==> src/sv/ssvg_pkg.sv <==
// Shared types and constants for the sphere strip vertex generator.
// No dependencies; every other file refers to it by scoped names.
package ssvg_pkg;

  localparam int IDX_W       = 19;
  localparam int COORD_W     = 16;
  localparam int BAND_W      = 4;
  localparam logic [BAND_W-1:0] BAND_RESET = 4'd5;
  localparam int BAND_MIN    = 3;
  localparam int PHASE_W     = 32;
  localparam int DIV_BITS    = 4;                 // quotient bits per divider stage
  localparam int DIV_STAGES  = PHASE_W / DIV_BITS;
  localparam int CORDIC_STEPS = 28;
  localparam int CORDIC_PER  = 2;                 // rotations per pipeline stage
  localparam int CORDIC_STAGES = CORDIC_STEPS / CORDIC_PER;
  localparam int CORDIC_W    = 34;
  localparam int TRIG_W      = 32;
  localparam int PROD_W      = 64;
  localparam logic signed [CORDIC_W-1:0] CORDIC_GAIN_START = 34'sd652032874;

  // quadrant codes, top two phase bits
  localparam logic [1:0] QUAD_0 = 2'd0;
  localparam logic [1:0] QUAD_1 = 2'd1;
  localparam logic [1:0] QUAD_2 = 2'd2;

  // arctangent of 2^-k in 2^-32 turn units
  localparam logic signed [CORDIC_W-1:0] ATAN_TURNS [CORDIC_STEPS] = '{
    34'sd536870912, 34'sd316933406, 34'sd167458907, 34'sd85004756, 34'sd42667331,
    34'sd21354465, 34'sd10679838, 34'sd5340245, 34'sd2670163, 34'sd1335087,
    34'sd667544, 34'sd333772, 34'sd166886, 34'sd83443, 34'sd41722, 34'sd20861,
    34'sd10430, 34'sd5215, 34'sd2608, 34'sd1304, 34'sd652, 34'sd326, 34'sd163,
    34'sd81, 34'sd41, 34'sd20, 34'sd10, 34'sd5
  };

  typedef struct packed {
    logic valid;
    logic in_range;
  } ctl_t;

endpackage

==> src/sv/ssvg_divider.sv <==
// Pipelined restoring divider: phase = floor(num * 2^32 / den), two lanes.
// Lane 0 divides by 2*sec, lane 1 by sec. Depends on ssvg_pkg.
module ssvg_divider #(
  parameter int SEC_W = 9
) (
  input  logic                                    clk,
  input  logic                                    rst,
  input  logic                                    en,
  input  logic [SEC_W-1:0]                        sec,
  input  ssvg_pkg::ctl_t                          in_ctl,
  input  logic [1:0][SEC_W-1:0]                   num,
  output ssvg_pkg::ctl_t                          out_ctl,
  output logic [1:0][ssvg_pkg::PHASE_W-1:0]       phase
);

  localparam int ST = ssvg_pkg::DIV_STAGES;
  localparam int PW = ssvg_pkg::PHASE_W;

  // remainder is one bit wider than sec: lane 0 keeps values below 2*sec
  logic [SEC_W:0]   rem_r [ST][2];
  logic [PW-1:0]    quo_r [ST][2];
  ssvg_pkg::ctl_t   ctl_r [ST];

  genvar s, l;
  generate
    for (s = 0; s < ST; s++) begin : g_stage
      always_ff @(posedge clk) begin
        if (rst) begin
          ctl_r[s] <= '0;
        end else if (en) begin
          ctl_r[s] <= (s == 0) ? in_ctl : ctl_r[(s == 0) ? 0 : s-1];
        end
      end
      for (l = 0; l < 2; l++) begin : g_lane
        logic [SEC_W:0]   rem_in;
        logic [PW-1:0]    quo_in;
        logic [SEC_W:0]   rem_next;
        logic [PW-1:0]    quo_next;
        logic [SEC_W:0]   den;

        assign rem_in = (s == 0) ? {1'b0, num[l]} : rem_r[(s == 0) ? 0 : s-1][l];
        assign quo_in = (s == 0) ? '0 : quo_r[(s == 0) ? 0 : s-1][l];
        assign den    = (l == 0) ? {sec, 1'b0} : {1'b0, sec};

        always_comb begin : b_step
          logic [SEC_W+1:0] t;
          rem_next = rem_in;
          quo_next = quo_in;
          for (int b = 0; b < ssvg_pkg::DIV_BITS; b++) begin
            t = {rem_next, 1'b0};
            if (t >= {1'b0, den}) begin
              t = t - {1'b0, den};
              quo_next = {quo_next[PW-2:0], 1'b1};
            end else begin
              quo_next = {quo_next[PW-2:0], 1'b0};
            end
            rem_next = t[SEC_W:0];
          end
        end

        always_ff @(posedge clk) begin
          if (en) begin
            rem_r[s][l] <= rem_next;
            quo_r[s][l] <= quo_next;
          end
        end

        if (s == ST-1) begin : g_out
          assign phase[l] = quo_r[s][l];
        end
      end
    end
  endgenerate

  assign out_ctl = ctl_r[ST-1];

endmodule

==> config.mk <==
export PLATFORM = sky130hd
export DESIGN_NAME = ssvg_divider
export DESIGN_NICKNAME = d
export VERILOG_FILES = /design/src/sv/ssvg_pkg.sv /design/src/sv/ssvg_divider.sv
export SDC_FILE = /design/constraint.sdc
export NUM_CORES = 2
export LEC_CHECK = 0
export BUFFER_PORTS_ARGS = -buffer_cell sky130_fd_sc_hd__buf_2
export CORE_UTILIZATION = 40
export DETAILED_ROUTE_END_ITERATION = 8
export PLACE_DENSITY = 0.55
export SLEW_MARGIN = 10
export SYNTH_ARGS = -nofsm -noshare
export SYNTH_HDL_FRONTEND = slang
export SYNTH_SLANG_ARGS = --single-unit
==> constraint.sdc <==
create_clock -name clk -period 14.5 [get_ports clk]
set_clock_uncertainty 0.2 [all_clocks]
set_input_delay 2.9 -clock clk [delete_from_list [all_inputs] [get_ports clk]]
set_output_delay 2.9 -clock clk [all_outputs]
set_load 0.1 [all_outputs]
# Word-level counts from Yosys, hierarchy flattened
# Memories as Yosys holds them, arrays and structs flattened.
# Index checks and enable logic that the tools add are counted.
[word_totals]
regBits = 0
ram_bits = 688
inputBits = 32
out_inout_bits = 66
elab_cells = 281
mem_count = 3
[mem_list]
columns = ["memory", "depth", "word_bits", "read_ports", "rd_ports_with_merged_regs", "write_ports", "line_no", "text"]
rows = [
  ["quo_r", 8, 64, 8, 0, 8, "ssvg_divider.sv:21", "logic [PW-1:0] quo_r [ST][2];"],
  ["rem_r", 8, 20, 7, 0, 8, "ssvg_divider.sv:20", "logic [SEC_W:0] rem_r [ST][2];"],
  ["ctl_r", 8, 2, 8, 0, 8, "ssvg_divider.sv:22", "ssvg_pkg::ctl_t ctl_r [ST];"],
]
[classes]
add_sub_neg = 64
order_cmp = 64
muxes = 142
bitwise_logic = 8
[op_table]
columns = ["op", "n"]
rows = [
  ["$mux 10", 64],
  ["$ge 11x10->1", 31],
  ["$ge 11x9->1", 31],
  ["$sub 10x10->10", 32],
  ["$sub 10x9->10", 32],
  ["$mux 1", 70],
  ["$mux 2", 8],
  ["$ge 10x10->1", 1],
  ["$ge 10x9->1", 1],
  ["$or 1x1->1", 8],
]

# Depth between registers and ports, before layout
# An unclocked memory read counts as a cell.
[depth]
depth_word = 9
ltp_mapped = 50
ltp_nobuf = 40

# Worst setup path before layout
# Ideal clock, no wire load.
[synth_path]
kind = "input-to-reg"
startpoint = "input sec[0]"
endpoint = "memory rem_r[6][2] (netlist bit) (data pin)"
setup_ps = 262
arrival_time_ps = 13837
required_ps = 14038
path_slack_ps = 200
path_stages = 48
n_path_buf = 12
cell_sequence = "buf_4 inv_2 clkbuf_1 clkbuf_1 clkbuf_1 clkbuf_1 clkbuf_1 buf_1 ha_1 nand4_1 o21bai_1 nand2b_1 o21bai_1 clkbuf_1 mux2_2 ha_1 and3_1 a21o_1 [... 12 more ...] a21oi_1 o21a_1 buf_2 clkbuf_1 nor2_1 ha_1 nor2b_1 o21ai_0 nand2b_1 a21o_1 a21o_1 a31oi_1 o21a_1 o211ai_1 nor2_1 and2_1 clkbuf_1 mux2_1"
[synth_rtl]
columns = ["element", "line_no", "text"]
rows = [
  ["start: declaration", "ssvg_divider.sv:9", "input logic [SEC_W-1:0] sec,"],
  ["end: declaration", "ssvg_divider.sv:20", ""],
]

==> run_results.csv <==
group,metric,value,unit
yosys,synth-edff-count,437,
yosys,avgSynthCellArea,9.632,sq um
yosys,synth_cell_type_count,83,
grt,grt_pass1_wl,169600,um
floorplan,die-height,322.7,um
grt,pin_count_of_the_biggest_net_entering_global_routing,75,
detailed_routing,ant_nets,0,
place,io_buffers,97,
place,gp_congestion,0.8837,
timing,worst_slew_pin_slew,1.145,ns
detailed_routing,wirelength,105500,um
setup_path,required,14.69,ns
timing,setup_viol_count_final,0,
finish,final_layout_size_suffix_gt1_share,10.87,%
cts,cts_tree,"built",
timing,rsz0062_at_grt,"false",
finish,n_fill_cell,9862,
run_status,status,"complete, no violations",
timing,finalHoldViolCount,0,
cts,clkSinkCount,437,
place,dp_worst_setup_slack,1.286,ns
timing,achievable-frequency,78.91,MHz
place,hpwl,77200,um
cts,worst_skew_pair.late_latency,0.67,ns
timing,fin_tns_setup,0,ns
floorplan,num_rows,117,
yosys,synth_commonest_cells,"528 x sky130_fd_sc_hd__ha_1, 437 x sky130_fd_sc_hd__edfxtp_1, 370 x sky130_fd_sc_hd__a21oi_1",
yosys,synth_fp_nets,4847,
grt,antenna_violations_before_repair,3,
floorplan,design.core.area,101900,sq um
yosys,synth.top_cell.area_share,31.91,%
finish,area.sequential,13120,sq um
finish,number_of_nets_in_the_finished_design,4966,
grt,grt.total_usage,20.27,%
yosys,synth.cell_area,41130,sq um
setup_path,worstSetupStartpointType,"primary input",
finish,area_delta_synth_final,10.26,%
grt,grt_remaining_overflow,0,
timing,maxSlewHeadroom,23.36,%
floorplan,start_util,40.36,%
floorplan,die_area,104100,sq um
detailed_routing,first_iter_violations,1623,
detailed_routing,wl_per_cell,18.18,um
cts,clock-root-buffer,"sky130_fd_sc_hd__clkbuf_16",
setup_path,worstSetupEndpointType,"flop",
detailed_routing,route.detailed.vias_per_inst,5.549,
yosys,synth.area.top_cells,"sky130_fd_sc_hd__edfxtp_1 32%, sky130_fd_sc_hd__ha_1 16%, sky130_fd_sc_hd__a21o_1 5.0%",
yosys,yosys_register_bits,437,
cts,number_of_levels_in_the_clock_h_tree,2,
cts,worst_setup_hold_path_clk_slew,0.06,ns
floorplan,die_width,322.7,um
yosys,postSynth.topFlopCell,"sky130_fd_sc_hd__edfxtp_1",
cts,bufs_on_longest_clock_path,3,
yosys,synth_area_leader_cell,"sky130_fd_sc_hd__edfxtp_1",
finish,multi_input_area,27040,sq um
cts,post_cts.resized_instances,0,
hold_path,hold_path_class,"flop to flop",
cts,postCtsHoldBufs,0,
cts,post_cts.repair.setup_buffers,0,
yosys,synth_sequential_area_ratio,31.91,%
setup_path,crit_arrival,12.87,ns
timing,period_minus_slack,12.67,ns
detailed_routing,via_count,32200,
setup_path,timing_worst_setup_path_type,"primary input to flop",
yosys,async_flop_share,0,%
setup_path,slowest_cell_on_the_critical_path,"sky130_fd_sc_hd__o21bai_1",
timing,post-route-period-util,87.40,%
run,reported_max_cap_violation_count,0,
yosys,yosysMostFrequentCell,"sky130_fd_sc_hd__ha_1",
timing,finalMaxSlewViolations,0,
floorplan,ios,98,
yosys,cell_count_after_synthesis,4270,
yosys,yosys_warnings,0,
setup_path,critPathMaxFanout,18,
timing,fin_ws,1.828,ns
finish,antenna_cells,0,
detailed_routing,detailedRoute.firstPassIterationCount,5,
cts,cts_buffers,55,
grt,via_count_of_the_first_global_routing_pass,31370,
detailed_routing,number_of_remaining_drc_errors,0,
setup_path,timing.critical_path.slowest_cell_delay,0.73,ns
finish,fin_util,44.51,%
## per-layer routing
layer,up-vias,GRT usage [%],wire (um)
met2,502,33.14,47570
li1,16370,-,-
met5,-,0,19
met3,119,2.731,3988
met4,2,5.034,2267
met1,15210,28.11,51660
## metrics by stage
| stage | instances | cell area, sq um | hold slack (ns) |
|---|---|---|---|
| 2_1_floorplan | 4270 | 41130 | 0.2003 |
| 3_3_place_gp | 5700 | 43460 | 0.2010 |
| 3_5_place_dp | 5700 | 43460 | 0.2045 |
| 4_1_cts | 5803 | 45350 | 0.2048 |
| 5_1_grt | 5803 | 45350 | 0.2148 |
| 6_report | 5803 | 45350 | 0.2047 |
## path summary, 6_finish.rpt
| path | startpoint | endpoint | slack (ns) | cells past startpoint |
|---|---|---|---|---|
| max | sec[5] | rem_r[6][2] | 1.83 | 35 |
| min reg2reg | quo_r[1][42] | quo_r[1][110] | 0.20 | 0 |
| min | quo_r[1][42] | quo_r[1][110] | 0.20 | 0 |
| max reg2reg | rem_r[5][0] | rem_r[6][2] | 3.97 | 33 |
## placed cells by master, fill, tap and decap left out, types with 93 or more instances in the layout
| master | netlist | final |
|---|---|---|
| sky130_fd_sc_hd__buf_2 | 14 | 95 |
| sky130_fd_sc_hd__a21oi_1 | 370 | 370 |
| sky130_fd_sc_hd__nor3_1 | 93 | 93 |
| sky130_fd_sc_hd__a21o_1 | 275 | 275 |
| sky130_fd_sc_hd__o21ai_0 | 238 | 238 |
| sky130_fd_sc_hd__xnor2_1 | 225 | 225 |
| sky130_fd_sc_hd__xor2_1 | 152 | 152 |
| sky130_fd_sc_hd__mux2_2 | 172 | 172 |
| sky130_fd_sc_hd__ha_1 | 528 | 528 |
| sky130_fd_sc_hd__inv_1 | 137 | 129 |
| sky130_fd_sc_hd__nor2_1 | 329 | 328 |
| sky130_fd_sc_hd__edfxtp_1 | 437 | 437 |
| sky130_fd_sc_hd__nand2_1 | 205 | 205 |
## cells by family (layout without fill, tap and decap cells)
| logic type | Yosys count | in the layout | share of synthesized area [%] |
|---|---|---|---|
| xor+xnor | 377 | 377 | 8.029 |
| mux | 252 | 252 | 6.943 |
| compound gates | 1313 | 1313 | 20.47 |
| simple gates | 1100 | 1100 | 13.41 |
| buf+inv | 246 | 411 | 2.355 |
| flops | 437 | 437 | 31.91 |
| fa+ha+maj | 545 | 545 | 16.89 |
## registers in the layout (all words and copies together), names as in the netlist
signal  count
ctl_r      16
quo_r     288
rem_r     133
## final cells by class
type | count | area share [%]
Clock buffer | 65 | 3.165
Clock inverter | 38 | 1.007
Inverter | 150 | 1.291
Multi-Input combinational cell | 3587 | 59.63
Sequential cell | 437 | 28.94
Tap cell | 1368 | 3.774
Timing Repair Buffer | 158 | 2.191
## critical path, delay by kind of cell
family          cells  cell delay [ns]
compound gates     18             5.23
fa+ha+maj           4             1.46
buf+inv             2             0.34
mux                 2             0.78
simple gates        9             2.15
Power is not shown: default switching activity piles up to over one toggle a cycle in this logic, so the estimate is an artifact.
